`src/hw/rtl/assert_macros.svh`:
```
// assertion macros for the rtl files, included by the alu flag unit top
`ifndef ASSERT_MACROS_SVH
`define ASSERT_MACROS_SVH
`ifndef NO_ASSERTIONS
`define ASSERT_RST(name, clk, rst_n, prop) \
  name: assert property (@(posedge clk) disable iff (!rst_n) (prop)) \
    else $error("assertion failed");
`define ASSERT_ALWAYS(name, clk, prop) \
  name: assert property (@(posedge clk) (prop)) \
    else $error("assertion failed");
`else
`define ASSERT_RST(name, clk, rst_n, prop)
`define ASSERT_ALWAYS(name, clk, prop)
`endif
`endif

```
`src/hw/rtl/aluf_pkg.sv`:
```
// types and constants of the alu flag unit
package aluf_pkg;

  typedef enum logic [5:0] {
    OpInc8      = 6'd0,
    OpDec8      = 6'd1,
    OpAdd8      = 6'd2,
    OpSub8      = 6'd3,
    OpAdc8      = 6'd4,
    OpSbc8      = 6'd5,
    OpAdd16     = 6'd6,
    OpOrXor     = 6'd7,
    OpAnd       = 6'd8,
    OpCp        = 6'd9,
    OpAdc16     = 6'd10,
    OpSbc16     = 6'd11,
    OpBlkXfer   = 6'd12,
    OpBlkIo     = 6'd13,
    OpCpd       = 6'd14,
    OpCpi       = 6'd15,
    OpRlca      = 6'd16,
    OpRrca      = 6'd17,
    OpBit       = 6'd18,
    OpRlc       = 6'd19,
    OpRl        = 6'd20,
    OpRrc       = 6'd21,
    OpRr        = 6'd22,
    OpSla       = 6'd23,
    OpSra       = 6'd24,
    OpSll       = 6'd25,
    OpSrl       = 6'd26,
    OpCpl       = 6'd27,
    OpRxd       = 6'd28,
    OpCcf       = 6'd29,
    OpScf       = 6'd30,
    OpRra       = 6'd31,
    OpRla       = 6'd32,
    OpDaa       = 6'd33
  } alu_op_e;

  localparam int unsigned FlagS = 7;
  localparam int unsigned FlagZ = 6;
  localparam int unsigned Flag5 = 5;
  localparam int unsigned FlagH = 4;
  localparam int unsigned Flag3 = 3;
  localparam int unsigned FlagP = 2;
  localparam int unsigned FlagN = 1;
  localparam int unsigned FlagC = 0;

  localparam logic [7:0] FlagsReset = 8'hFF;
  localparam logic [7:0] IncOvfVal  = 8'h7F;
  localparam logic [7:0] DecOvfVal  = 8'h80;
  localparam logic [7:0] DaaHiLimit = 8'h99;
  localparam logic [3:0] DaaLoLimit = 4'h9;
  localparam logic [7:0] DaaLoAdj   = 8'h06;
  localparam logic [7:0] DaaHiAdj   = 8'h60;

  typedef struct packed {
    logic [5:0]  opcode;
    logic [15:0] operand_a;
    logic [15:0] operand_b;
    logic [15:0] given_result;
    logic [2:0]  bit_index;
    logic [15:0] counter_in;
    logic [15:0] pointer_in;
  } in_beat_t;

  typedef struct packed {
    logic [7:0]  value_out;
    logic [7:0]  flags_out;
    logic [15:0] counter_out;
    logic [15:0] pointer_out;
  } out_beat_t;

endpackage

```
`src/hw/rtl/eight_bit_alu_flag_unit_top.sv`:
```
// alu flag unit: input register, one compute stage, result register
//
// channel   dir  handshake                 payload
// in        in   in_valid_i / in_ready_o   in_beat_i  (aluf_pkg::in_beat_t)
// out       out  out_valid_o / out_ready_i out_beat_o (aluf_pkg::out_beat_t)
//
// one beat per cycle sustained while out_ready_i stays high; a result passes the input
// register, then the result register
// the rate is set by the flag register loop, closed through the single compute stage
// reset sets the flag register to all ones and empties both registers
// with out_ready_i low the result holds, one more beat waits in the input
// register, then in_ready_o drops
`include "assert_macros.svh"

module eight_bit_alu_flag_unit_top (
  input  logic                 clk_i,
  input  logic                 rst_ni,
  input  logic                 in_valid_i,
  output logic                 in_ready_o,
  input  aluf_pkg::in_beat_t   in_beat_i,
  output logic                 out_valid_o,
  input  logic                 out_ready_i,
  output aluf_pkg::out_beat_t  out_beat_o
);

  logic                in_vld_q;
  aluf_pkg::in_beat_t  in_q;
  logic                out_vld_q;
  aluf_pkg::out_beat_t out_q;
  logic [7:0]          flags_q;
  logic [7:0]          flags_d;
  logic [7:0]          value_d;
  logic [15:0]         cnt_d;
  logic [15:0]         ptr_d;
  logic                advance;

  logic [7:0]  a, b, r8;
  logic [15:0] aw, bw, res;
  logic        cin, c_add, c_sub, c16;
  logic [8:0]  sum9, dif9;
  logic [4:0]  hsum5, hdif5;
  logic [16:0] sum17, dif17;
  logic [12:0] hsum13, hdif13;
  logic [15:0] cnt_dec;
  logic        lo_fix, hi_fix;
  logic [7:0]  corr, daa_r;
  logic [4:0]  daa_h5;
  logic        daa_hc;

  assign advance     = in_vld_q && (!out_vld_q || out_ready_i);
  assign in_ready_o  = !in_vld_q || advance;
  assign out_valid_o = out_vld_q;
  assign out_beat_o  = out_q;

  assign a   = in_q.operand_a[7:0];
  assign b   = in_q.operand_b[7:0];
  assign r8  = in_q.given_result[7:0];
  assign aw  = in_q.operand_a;
  assign bw  = in_q.operand_b;
  assign res = in_q.given_result;
  assign cin = flags_q[aluf_pkg::FlagC];

  assign c_add = (in_q.opcode == aluf_pkg::OpAdc8) ? cin : 1'b0;
  assign c_sub = (in_q.opcode == aluf_pkg::OpSbc8) ? cin : 1'b0;
  assign c16   = (in_q.opcode == aluf_pkg::OpAdc16) ? cin : 1'b0;

  assign sum9   = {1'b0, a} + {1'b0, b} + {8'd0, c_add};
  assign hsum5  = {1'b0, a[3:0]} + {1'b0, b[3:0]} + {4'd0, c_add};
  assign dif9   = {1'b0, a} - {1'b0, b} - {8'd0, c_sub};
  assign hdif5  = {1'b0, a[3:0]} - {1'b0, b[3:0]} - {4'd0, c_sub};
  assign sum17  = {1'b0, aw} + {1'b0, bw} + {16'd0, c16};
  assign hsum13 = {1'b0, aw[11:0]} + {1'b0, bw[11:0]} + {12'd0, c16};
  assign dif17  = {1'b0, aw} - {1'b0, bw} - {16'd0, cin};
  assign hdif13 = {1'b0, aw[11:0]} - {1'b0, bw[11:0]} - {12'd0, cin};
  assign cnt_dec = in_q.counter_in - 16'd1;

  // decimal adjust
  assign lo_fix = flags_q[aluf_pkg::FlagH] || (a[3:0] > aluf_pkg::DaaLoLimit);
  assign hi_fix = flags_q[aluf_pkg::FlagC] || (a > aluf_pkg::DaaHiLimit);
  assign corr   = (lo_fix ? aluf_pkg::DaaLoAdj : 8'h00) | (hi_fix ? aluf_pkg::DaaHiAdj : 8'h00);
  assign daa_r  = flags_q[aluf_pkg::FlagN] ? (a - corr) : (a + corr);
  assign daa_h5 = {1'b0, a[3:0]} + {1'b0, corr[3:0]};
  assign daa_hc = flags_q[aluf_pkg::FlagN] ? (a[3:0] < corr[3:0]) : daa_h5[4];

  always_comb begin
    flags_d = flags_q;
    value_d = 8'h00;
    cnt_d   = in_q.counter_in;
    ptr_d   = in_q.pointer_in;
    case (in_q.opcode)
      aluf_pkg::OpInc8, aluf_pkg::OpDec8: begin
        flags_d[aluf_pkg::FlagN] = (in_q.opcode == aluf_pkg::OpDec8);
        flags_d[aluf_pkg::FlagS] = r8[7];
        flags_d[aluf_pkg::FlagZ] = (r8 == 8'h00);
        flags_d[aluf_pkg::FlagH] = (in_q.opcode == aluf_pkg::OpInc8) ?
                                   (a[3:0] == 4'hF) : (a[3:0] == 4'h0);
        flags_d[aluf_pkg::FlagP] = (in_q.opcode == aluf_pkg::OpInc8) ?
                                   (a == aluf_pkg::IncOvfVal) : (a == aluf_pkg::DecOvfVal);
        flags_d[aluf_pkg::Flag3] = r8[3];
        flags_d[aluf_pkg::Flag5] = r8[5];
      end
      aluf_pkg::OpAdd8, aluf_pkg::OpAdc8: begin
        flags_d[aluf_pkg::FlagN] = 1'b0;
        flags_d[aluf_pkg::FlagS] = sum9[7];
        flags_d[aluf_pkg::FlagZ] = (sum9[7:0] == 8'h00);
        flags_d[aluf_pkg::FlagH] = hsum5[4];
        flags_d[aluf_pkg::FlagP] = (a[7] ^ sum9[7]) & (b[7] ^ sum9[7]);
        flags_d[aluf_pkg::FlagC] = sum9[8];
        flags_d[aluf_pkg::Flag3] = sum9[3];
        flags_d[aluf_pkg::Flag5] = sum9[5];
        value_d = sum9[7:0];
      end
      aluf_pkg::OpSub8, aluf_pkg::OpSbc8, aluf_pkg::OpCp: begin
        flags_d[aluf_pkg::FlagN] = 1'b1;
        flags_d[aluf_pkg::FlagS] = dif9[7];
        flags_d[aluf_pkg::FlagZ] = (dif9[7:0] == 8'h00);
        flags_d[aluf_pkg::FlagH] = hdif5[4];
        flags_d[aluf_pkg::FlagP] = (a[7] ^ b[7]) & (a[7] ^ dif9[7]);
        flags_d[aluf_pkg::FlagC] = dif9[8];
        flags_d[aluf_pkg::Flag3] = dif9[3];
        flags_d[aluf_pkg::Flag5] = dif9[5];
        value_d = (in_q.opcode == aluf_pkg::OpCp) ? 8'h00 : dif9[7:0];
      end
      aluf_pkg::OpAdd16: begin
        flags_d[aluf_pkg::FlagN] = 1'b0;
        flags_d[aluf_pkg::FlagH] = hsum13[12];
        flags_d[aluf_pkg::FlagC] = sum17[16];
        flags_d[aluf_pkg::Flag3] = res[11];
        flags_d[aluf_pkg::Flag5] = res[13];
      end
      aluf_pkg::OpOrXor, aluf_pkg::OpAnd, aluf_pkg::OpRxd: begin
        flags_d[aluf_pkg::FlagS] = a[7];
        flags_d[aluf_pkg::FlagZ] = (a == 8'h00);
        flags_d[aluf_pkg::FlagN] = 1'b0;
        flags_d[aluf_pkg::FlagP] = ~^a;
        flags_d[aluf_pkg::FlagH] = (in_q.opcode == aluf_pkg::OpAnd);
        if (in_q.opcode != aluf_pkg::OpRxd) begin
          flags_d[aluf_pkg::FlagC] = 1'b0;
          flags_d[aluf_pkg::Flag3] = a[3];
          flags_d[aluf_pkg::Flag5] = a[5];
        end
      end
      aluf_pkg::OpAdc16: begin
        flags_d[aluf_pkg::FlagN] = 1'b0;
        flags_d[aluf_pkg::FlagS] = res[15];
        flags_d[aluf_pkg::FlagZ] = (res == 16'h0000);
        flags_d[aluf_pkg::FlagH] = hsum13[12];
        flags_d[aluf_pkg::FlagP] = (aw[15] ^ res[15]) & (bw[15] ^ res[15]);
        flags_d[aluf_pkg::FlagC] = sum17[16];
        // bits 3 and 5 from the low byte
        flags_d[aluf_pkg::Flag3] = res[3];
        flags_d[aluf_pkg::Flag5] = res[5];
      end
      aluf_pkg::OpSbc16: begin
        flags_d[aluf_pkg::FlagN] = 1'b1;
        flags_d[aluf_pkg::FlagS] = res[15];
        flags_d[aluf_pkg::FlagZ] = (res == 16'h0000);
        flags_d[aluf_pkg::FlagH] = hdif13[12];
        flags_d[aluf_pkg::FlagP] = (aw[15] ^ bw[15]) & (aw[15] ^ res[15]);
        flags_d[aluf_pkg::FlagC] = dif17[16];
        flags_d[aluf_pkg::Flag3] = res[11];
        flags_d[aluf_pkg::Flag5] = res[13];
      end
      aluf_pkg::OpBlkXfer: begin
        flags_d[aluf_pkg::FlagN] = 1'b0;
        flags_d[aluf_pkg::FlagH] = 1'b0;
        flags_d[aluf_pkg::FlagP] = (in_q.counter_in != 16'h0000);
        flags_d[aluf_pkg::Flag3] = in_q.counter_in[11];
        flags_d[aluf_pkg::Flag5] = in_q.counter_in[13];
      end
      aluf_pkg::OpBlkIo: begin
        flags_d[aluf_pkg::FlagZ] = 1'b1;
        flags_d[aluf_pkg::FlagN] = 1'b1;
      end
      aluf_pkg::OpCpd, aluf_pkg::OpCpi: begin
        cnt_d = cnt_dec;
        ptr_d = (in_q.opcode == aluf_pkg::OpCpi) ? (in_q.pointer_in + 16'd1)
                                                 : (in_q.pointer_in - 16'd1);
        flags_d[aluf_pkg::FlagS] = dif9[7];
        flags_d[aluf_pkg::FlagZ] = (dif9[7:0] == 8'h00);
        flags_d[aluf_pkg::FlagH] = hdif5[4];
        flags_d[aluf_pkg::FlagP] = (cnt_dec != 16'h0000);
        flags_d[aluf_pkg::FlagN] = 1'b1;
        value_d = dif9[7:0];
      end
      aluf_pkg::OpRlca, aluf_pkg::OpRrca, aluf_pkg::OpRra, aluf_pkg::OpRla: begin
        flags_d[aluf_pkg::FlagH] = 1'b0;
        flags_d[aluf_pkg::FlagN] = 1'b0;
        case (in_q.opcode)
          aluf_pkg::OpRlca: begin
            value_d = {a[6:0], a[7]};
            flags_d[aluf_pkg::FlagC] = a[7];
          end
          aluf_pkg::OpRrca: begin
            value_d = {a[0], a[7:1]};
            flags_d[aluf_pkg::FlagC] = a[0];
          end
          aluf_pkg::OpRra: begin
            value_d = {cin, a[7:1]};
            flags_d[aluf_pkg::FlagC] = a[0];
          end
          default: begin
            value_d = {a[6:0], cin};
            flags_d[aluf_pkg::FlagC] = a[7];
          end
        endcase
      end
      aluf_pkg::OpBit: begin
        flags_d[aluf_pkg::FlagN] = 1'b0;
        flags_d[aluf_pkg::FlagH] = 1'b1;
        flags_d[aluf_pkg::FlagZ] = !b[in_q.bit_index];
      end
      aluf_pkg::OpRlc, aluf_pkg::OpRl, aluf_pkg::OpRrc, aluf_pkg::OpRr,
      aluf_pkg::OpSla, aluf_pkg::OpSra, aluf_pkg::OpSll, aluf_pkg::OpSrl: begin
        case (in_q.opcode)
          aluf_pkg::OpRlc: value_d = {b[6:0], b[7]};
          aluf_pkg::OpRl:  value_d = {b[6:0], cin};
          aluf_pkg::OpRrc: value_d = {b[0], b[7:1]};
          aluf_pkg::OpRr:  value_d = {cin, b[7:1]};
          aluf_pkg::OpSla: value_d = {b[6:0], 1'b0};
          aluf_pkg::OpSra: value_d = {b[7], b[7:1]};
          aluf_pkg::OpSll: value_d = {b[6:0], 1'b1};
          default:         value_d = {1'b0, b[7:1]};
        endcase
        flags_d[aluf_pkg::FlagS] = value_d[7];
        flags_d[aluf_pkg::FlagZ] = (value_d == 8'h00);
        flags_d[aluf_pkg::FlagH] = 1'b0;
        flags_d[aluf_pkg::FlagN] = 1'b0;
        flags_d[aluf_pkg::FlagP] = ~^value_d;
        case (in_q.opcode)
          aluf_pkg::OpRlc, aluf_pkg::OpRl, aluf_pkg::OpSla, aluf_pkg::OpSll:
            flags_d[aluf_pkg::FlagC] = b[7];
          default:
            flags_d[aluf_pkg::FlagC] = b[0];
        endcase
      end
      aluf_pkg::OpCpl: begin
        flags_d[aluf_pkg::FlagH] = 1'b1;
        flags_d[aluf_pkg::FlagN] = 1'b1;
        value_d = ~a;
      end
      aluf_pkg::OpCcf: begin
        flags_d[aluf_pkg::FlagN] = 1'b0;
        flags_d[aluf_pkg::FlagH] = cin;
        flags_d[aluf_pkg::FlagC] = !cin;
      end
      aluf_pkg::OpScf: begin
        flags_d[aluf_pkg::FlagH] = 1'b0;
        flags_d[aluf_pkg::FlagN] = 1'b0;
        flags_d[aluf_pkg::FlagC] = 1'b1;
      end
      aluf_pkg::OpDaa: begin
        flags_d[aluf_pkg::FlagC] = hi_fix;
        flags_d[aluf_pkg::FlagH] = daa_hc;
        flags_d[aluf_pkg::FlagS] = daa_r[7];
        flags_d[aluf_pkg::FlagZ] = (daa_r == 8'h00);
        flags_d[aluf_pkg::FlagP] = ~^daa_r;
        value_d = daa_r;
      end
      default: begin
        flags_d = flags_q;
      end
    endcase
  end

  always_ff @(posedge clk_i or negedge rst_ni) begin
    if (!rst_ni) begin
      in_vld_q  <= 1'b0;
      out_vld_q <= 1'b0;
      flags_q   <= aluf_pkg::FlagsReset;
    end else begin
      if (in_ready_o) begin
        in_vld_q <= in_valid_i;
      end
      if (advance) begin
        out_vld_q <= 1'b1;
        flags_q   <= flags_d;
      end else if (out_ready_i) begin
        out_vld_q <= 1'b0;
      end
    end
  end

  always_ff @(posedge clk_i) begin
    if (in_ready_o && in_valid_i) begin
      in_q <= in_beat_i;
    end
    if (advance) begin
      out_q.value_out   <= value_d;
      out_q.flags_out   <= flags_d;
      out_q.counter_out <= cnt_d;
      out_q.pointer_out <= ptr_d;
    end
  end

  `ASSERT_RST(a_flags_match_out, clk_i, rst_ni, out_vld_q |-> out_q.flags_out == flags_q)
  `ASSERT_RST(a_stage_holds, clk_i, rst_ni, (in_vld_q && !advance) |=> (in_vld_q && $stable(in_q)))
  `ASSERT_RST(a_advance_fills, clk_i, rst_ni, advance |=> out_vld_q)
  `ASSERT_RST(a_unused_op, clk_i, rst_ni, (advance && in_q.opcode > aluf_pkg::OpDaa) |=> (out_q.value_out == 8'h00 && out_q.flags_out == $past(flags_q)))
  `ASSERT_RST(a_cnt_pass, clk_i, rst_ni, (advance && in_q.opcode != aluf_pkg::OpCpd && in_q.opcode != aluf_pkg::OpCpi) |=> out_q.counter_out == $past(in_q.counter_in))

endmodule

```
`config.mk`:
```
export PLATFORM = sky130hd
export DESIGN_NAME = eight_bit_alu_flag_unit_top
export DESIGN_NICKNAME = d
export VERILOG_FILES = /design/src/hw/rtl/aluf_pkg.sv /design/src/hw/rtl/eight_bit_alu_flag_unit_top.sv
export VERILOG_INCLUDE_DIRS = /design/src /design/src/hw/rtl
export SDC_FILE = /design/constraint.sdc
export NUM_CORES = 1
export LEC_CHECK = 0
export BUFFER_PORTS_ARGS = -buffer_cell sky130_fd_sc_hd__buf_4
export CORE_ASPECT_RATIO = 0.75
export CORE_MARGIN = 2
export CORE_UTILIZATION = 37
export CTS_CLUSTER_DIAMETER = 50
export CTS_CLUSTER_SIZE = 25
export DETAILED_ROUTE_END_ITERATION = 16
export GPL_ROUTABILITY_DRIVEN = 0
export GPL_TIMING_DRIVEN = 0
export SLEW_MARGIN = 20
export SYNTH_ARGS = -nofsm -noshare
export SYNTH_HDL_FRONTEND = slang
export SYNTH_SLANG_ARGS = --single-unit
```
`constraint.sdc`:
```
create_clock -name clk_i -period 5.8 [get_ports clk_i]
set_clock_uncertainty 0.2 [all_clocks]
set_input_delay 1.16 -clock clk_i [delete_from_list [all_inputs] [get_ports clk_i]]
set_output_delay 1.16 -clock clk_i [all_outputs]
set_load 0.02 [all_outputs]
```
### Yosys cells after proc, flatten, opt, wreduce, memory -nomap -nowiden

Cells that the tools add are included.

* flip-flop bits (word level): 147
* input bits: 93
* output and inout bits: 50
* word-level logic and storage cells: 167

* add/sub/neg operators: 22
* order comparisons: 4
* eq/ne operators: 37
* muxes and demuxes: 34
* bitwise operators: 13
* reductions and logical operators: 43

Operators by type and width (count)
* 8-bit case mux with 7 select lines: 2
* 6-bit by 5-bit == test with 1-bit output, second input constant: 16
* 6-bit by 4-bit == test with 1-bit output, second input constant: 8
* 8-bit zero test: 6
* 16-bit two-way mux: 3
* 16-bit nonzero test: 2
* 16-bit by 1-bit subtractor with 16-bit output, second input constant: 2
* 1-bit case mux with 10 select lines: 3
* 6-bit by 3-bit == test with 1-bit output, second input constant: 4
* 8-bit two-way mux: 3
* 8-bit case mux with 3 select lines: 1
* 8-bit XNOR reduction: 3
* 23-bit OR reduction: 1
* 16-bit by 16-bit adder with 17-bit output: 1
* 17-bit by 1-bit adder with 17-bit output: 1
* 16-bit by 16-bit subtractor with 17-bit output: 1
* 17-bit by 1-bit subtractor with 17-bit output: 1
* 16-bit by 1-bit adder with 16-bit output, second input constant: 1
* 16-bit zero test: 1
* 2-bit OR reduction: 8
* 8-bit OR reduction: 2
* 1-bit two-way mux: 14
* 14-bit OR reduction: 1
* 12-bit by 12-bit adder with 13-bit output: 1
* other kinds (44): 67

### Longest topological paths before layout

* depth after elaboration: 8
* depth in mapped cells: 23
* gate-level depth less buffers: 22

### Worst setup path before layout

Ideal clock, no wire load.

* path type: register to register
* start point: reg in_q (netlist bit aw[1])
* end point: reg out_q (netlist bit out_beat_o[34]) (data pin)
* setup time: 254 ps
* arrival: 3970 ps
* required time: 5346 ps
* setup slack: 1376 ps
* cell stages (with the launch flop): 24
* path through: edfxtp_1 -> buf_6 -> inv_1 -> ha_1 -> nor2b_1 -> o21ai_0 -> a21boi_0 -> o22ai_1 -> and2_1 -> ha_1 -> inv_1 -> o21ai_0 -> ha_1 -> nand2_1 -> o21ai_0 -> xnor2_1 -> ha_1 -> xor2_1 -> xnor2_1 -> o22ai_1 -> nor4_1 -> o311a_1 -> o211ai_2 -> o21a_1

* cells in the longest elaborated chain, start to end: 8
* elaborated cells on any way between the ends: 25
* classes of those cells: add/sub: 6; order compare: 2; eq/ne: 2; mux: 5; bitwise: 6; reduce/logical: 4

Ends and longest elaborated chain
* start: declaration: RTL line eight_bit_alu_flag_unit_top.sv:27 `aluf_pkg::in_beat_t in_q;`
* start signal: assignment: RTL line eight_bit_alu_flag_unit_top.sv:286 `in_q <= in_beat_i;`
* 8-bit > comparator / 4-bit > comparator (equally long branches): RTL line eight_bit_alu_flag_unit_top.sv:79, eight_bit_alu_flag_unit_top.sv:78
* 1-bit logical OR (on tied branches): RTL line eight_bit_alu_flag_unit_top.sv:79, eight_bit_alu_flag_unit_top.sv:78
* 7-bit two-way mux / 3-bit two-way mux (equally long branches): RTL line eight_bit_alu_flag_unit_top.sv:80 `assign corr = (lo_fix ? aluf_pkg::DaaLoAdj : 8'h00) | (hi_fix ? aluf_pkg::DaaHiAdj : 8'h00);`
* 3-bit by 7-bit bitwise OR with 7-bit output: RTL line eight_bit_alu_flag_unit_top.sv:80
* 8-bit by 7-bit adder with 8-bit output / 8-bit by 7-bit subtractor with 8-bit output (equally long branches): RTL line eight_bit_alu_flag_unit_top.sv:81 `assign daa_r = flags_q[aluf_pkg::FlagN] ? (a - corr) : (a + corr);`
* 8-bit two-way mux: RTL line eight_bit_alu_flag_unit_top.sv:81
* 8-bit XNOR reduction: RTL line eight_bit_alu_flag_unit_top.sv:257 `flags_d[aluf_pkg::FlagP] = ~^daa_r;`
* 1-bit case mux with 10 select lines *: RTL line eight_bit_alu_flag_unit_top.sv:90 `case (in_q.opcode)`
* net flags_d[2]: RTL line eight_bit_alu_flag_unit_top.sv:31 `logic [7:0] flags_d;`
* end: declaration: RTL line eight_bit_alu_flag_unit_top.sv:29 `aluf_pkg::out_beat_t out_q;`

The timed path passes the listed nets; every way through them passes the cells marked *.
A chain may end at the register's enable or synchronous reset.

### Worst setup path in the final report

* start point: reg in_q (netlist bit aw[2])
* end point: reg out_q (netlist bit out_beat_o[34]) (data pin)

Same word-level chain as after synthesis.

==> impl_metrics.yaml <==
cts:
  cts_tree: "yes"
  cts.sinks: 147
  htree_levels: 4
  clkLatencyLatePin_ps: 440
  cts_buffers: 17
  clock_path_buffers: 2
  path_clk_slew_ps: 60
  cts_resized: 0
  hold_buffers: 0
  root_buffer: "clkbuf_16"
floorplan:
  die_x_um: 197
  num_rows: 52
  die_height_um: 148
  die_area_um2: 29200
  ios: 143
  initial_core_util_pct: 37.9
  core_um2: 27100
timing:
  relSlewSlack_pct: 40.7
  setup_viol: 0
  min_period_ps: 5450
  fmax_mhz: 184
  whs_ps: 295
  maxSlewViolCount: 0
  fin_crit_sh_pct: 93.9
  tns_ps: 0
  tightest_slew_ps: 887
  hold_violations: 0
  rsz0062_at_grt: "no"
synth:
  ys_seq_area_share_pct: 42.5
  syn_inst: 990
  synthArstFlopShare_pct: 6.80
  ys_top_cells_by_area: "edfxtp_1 (40%), ha_1 (12%), xnor2_1 (3.3%), a21oi_1 (3.2%), nand2_1 (2.6%)"
  yosysTopAreaCell: "edfxtp_1"
  ys_types: 93
  synth.most_common_cell: "edfxtp_1"
  yosysTopAreaCellShare_pct: 40.0
  synth_enable_flop_cells: 137
  synth_seq_cells: 147
  synth.avg_cell_area_um2: 10.4
  synth.net_count: 1183
  yosys-top-cells-count: "edfxtp_1 (137), ha_1 (95), nand2_1 (72)"
  synth_warnings: 0
  synthFlopType: "edfxtp_1"
  syn_area_um2: 10300
cells_and_area:
  final_util_pct: 46.0
  antenna_cells: 0
  fillers: 2531
  drive_gt1_share_pct: 22.2
  syn_to_final_growth_pct: 21.4
  nets: 1351
setup_path:
  worstSetupPathType: "reg2reg"
  cp.arrival_ps: 5430
  r2r-start: "aw[2]"
  critPathCaptureType: "flip-flop"
  cp_max_fo: 9
  start_kind: "flip-flop"
  r2r_cells: 22
  cp.required_ps: 5780
  reg2reg_setup_slack_ps: 350
  worstReg2RegEnd: "out_beat_o[34]"
min_path:
  hold_depth: 1
  holdPathEnd: "out_valid_o"
  hp-start: "in_vld_q"
  min_path_type: "reg2reg"
pwr:
  powerDensity_nw_per_um2: 291
  ir_drop_v: 0.000229
  leakagePower_nw: 4.98
  power_mw: 3.63
global_routing:
  grt_max_degree: 58
  track_usage_pct: 20.9
  grt_pass1_vias: 8034
  grt_pass1_wl_um: 46100
  antenna_found_initial: 0
  overflow: 0
routing:
  vias: 8452
  drt_wl_total_um: 30500
  antenna_left: 0
  viasPerCell: 5.55
  drt_iter0_drc: 843
  drc_errors: 0
  wl_per_cell_um: 20.0
  first_pass_iters: 6
placed_design:
  io_buffers: 142
  hpwl_um: 22900
run:
  cap_violations: 0
outcome:
  status: "complete, no violations"
[kinds of logic (layout without fill, tap and decap cells)]
family / Yosys count / count (layout) / share of synthesized area [%]
compound gates: 246 / 246 / 16.4
fa+ha+maj: 100 / 100 / 12.5
xor+xnor: 66 / 66 / 5.62
buf+inv: 104 / 285 / 5.02
flops: 147 / 147 / 42.5
mux: 15 / 15 / 1.76
simple gates: 312 / 312 / 16.2
[sequential cells by signal (all words and copies together), names as in the netlist]
name         flops
aw              16
in_vld_q         1
out_beat_o      48
res             16
out_valid_o      1
in_q            41
bw              16
flags_q          8
[metal layers]
metal	routed length, µm	track usage, %
met4	428	4.89
met1	14700	32.1
met5	0	0
met2	12300	28.7
met3	3100	5.96
[worst max-delay path by stage]
| stage | start | endpoint | slack, ps | cells after the start |
|---|---|---|---|---|
| global placement | out_ready_i | res[15] | 460 | 3 |
| CTS | aw[1] | out_beat_o[34] | 410 | 23 |
| floorplan | aw[1] | out_beat_o[34] | 1380 | 23 |
| global route | aw[2] | out_beat_o[34] | 60 | 22 |
| finish | aw[2] | out_beat_o[34] | 350 | 22 |
| detailed placement | aw[1] | out_beat_o[34] | 490 | 23 |
[worst max-delay path, cell delays in order (launching register included)]
cell and delay [ps]:
edfxtp_1 650, inv_1 250, ha_1 260, nor2b_1 130, o21ai_0 130, a21boi_0 100
o22ai_1 410, and2_1 260, ha_1 240, inv_1 50, o21ai_0 70, ha_1 360
nand2_1 60, o21ai_0 210, xnor2_1 210, ha_1 290, xor2_1 170, xnor2_1 240
o22ai_1 120, nor4_1 300, o311a_1 250, o211ai_2 100, o21a_1 120
[stage by stage]
stage / setup WS [ps] / instances / cell area [µm²]
floorplan: 1380 / 990 / 10300
global placement: 458 / 1483 / 11800
detailed placement: 488 / 1484 / 11800
CTS: 409 / 1516 / 12400
global route: 64.6 / 1522 / 12500
finish: 353 / 1522 / 12500
[cells in the final DEF, fill, tap and decap left out, types with 20 or more instances in the layout]
| cell | instances |
|---|---|
| nor3_1 | 27 |
| inv_1 | 63 |
| a21oi_1 | 65 |
| xor2_1 | 27 |
| xnor2_1 | 39 |
| o21ai_0 | 51 |
| nand3_1 | 22 |
| nand4_1 | 21 |
| nor2_1 | 56 |
| nand2b_1 | 20 |
| edfxtp_1 | 137 |
| ha_1 | 95 |
| buf_4 | 152 |
| nand2_1 | 72 |
[power by group]
| part | internal [mW] | switching (mW) |
|---|---|---|
| logic | 0.458 | 0.633 |
| clock network | 0.720 | 0.456 |
| registers | 1.29 | 0.0698 |
[area by class of cell]
| class | instances | area, µm² | area share (%) |
|---|---|---|---|
| Clock buffer | 19 | 433 | 3.47 |
| Multi-Input combinational cell | 739 | 5400 | 43.3 |
| Sequential cell | 147 | 4370 | 35.0 |
| Inverter | 64 | 243 | 1.94 |
| Timing Repair Buffer | 149 | 1130 | 9.06 |
| Tap cell | 351 | 439 | 3.52 |
| Buffer | 40 | 277 | 2.21 |
| Clock inverter | 13 | 185 | 1.48 |
[what timing repair did]
action                                  in CTS  in global routing
endpoints found under the setup margin       0                  1
buffers inserted                             0                  6
hold endpoints to repair                     0                  0
(Power assumes the default switching activity.)
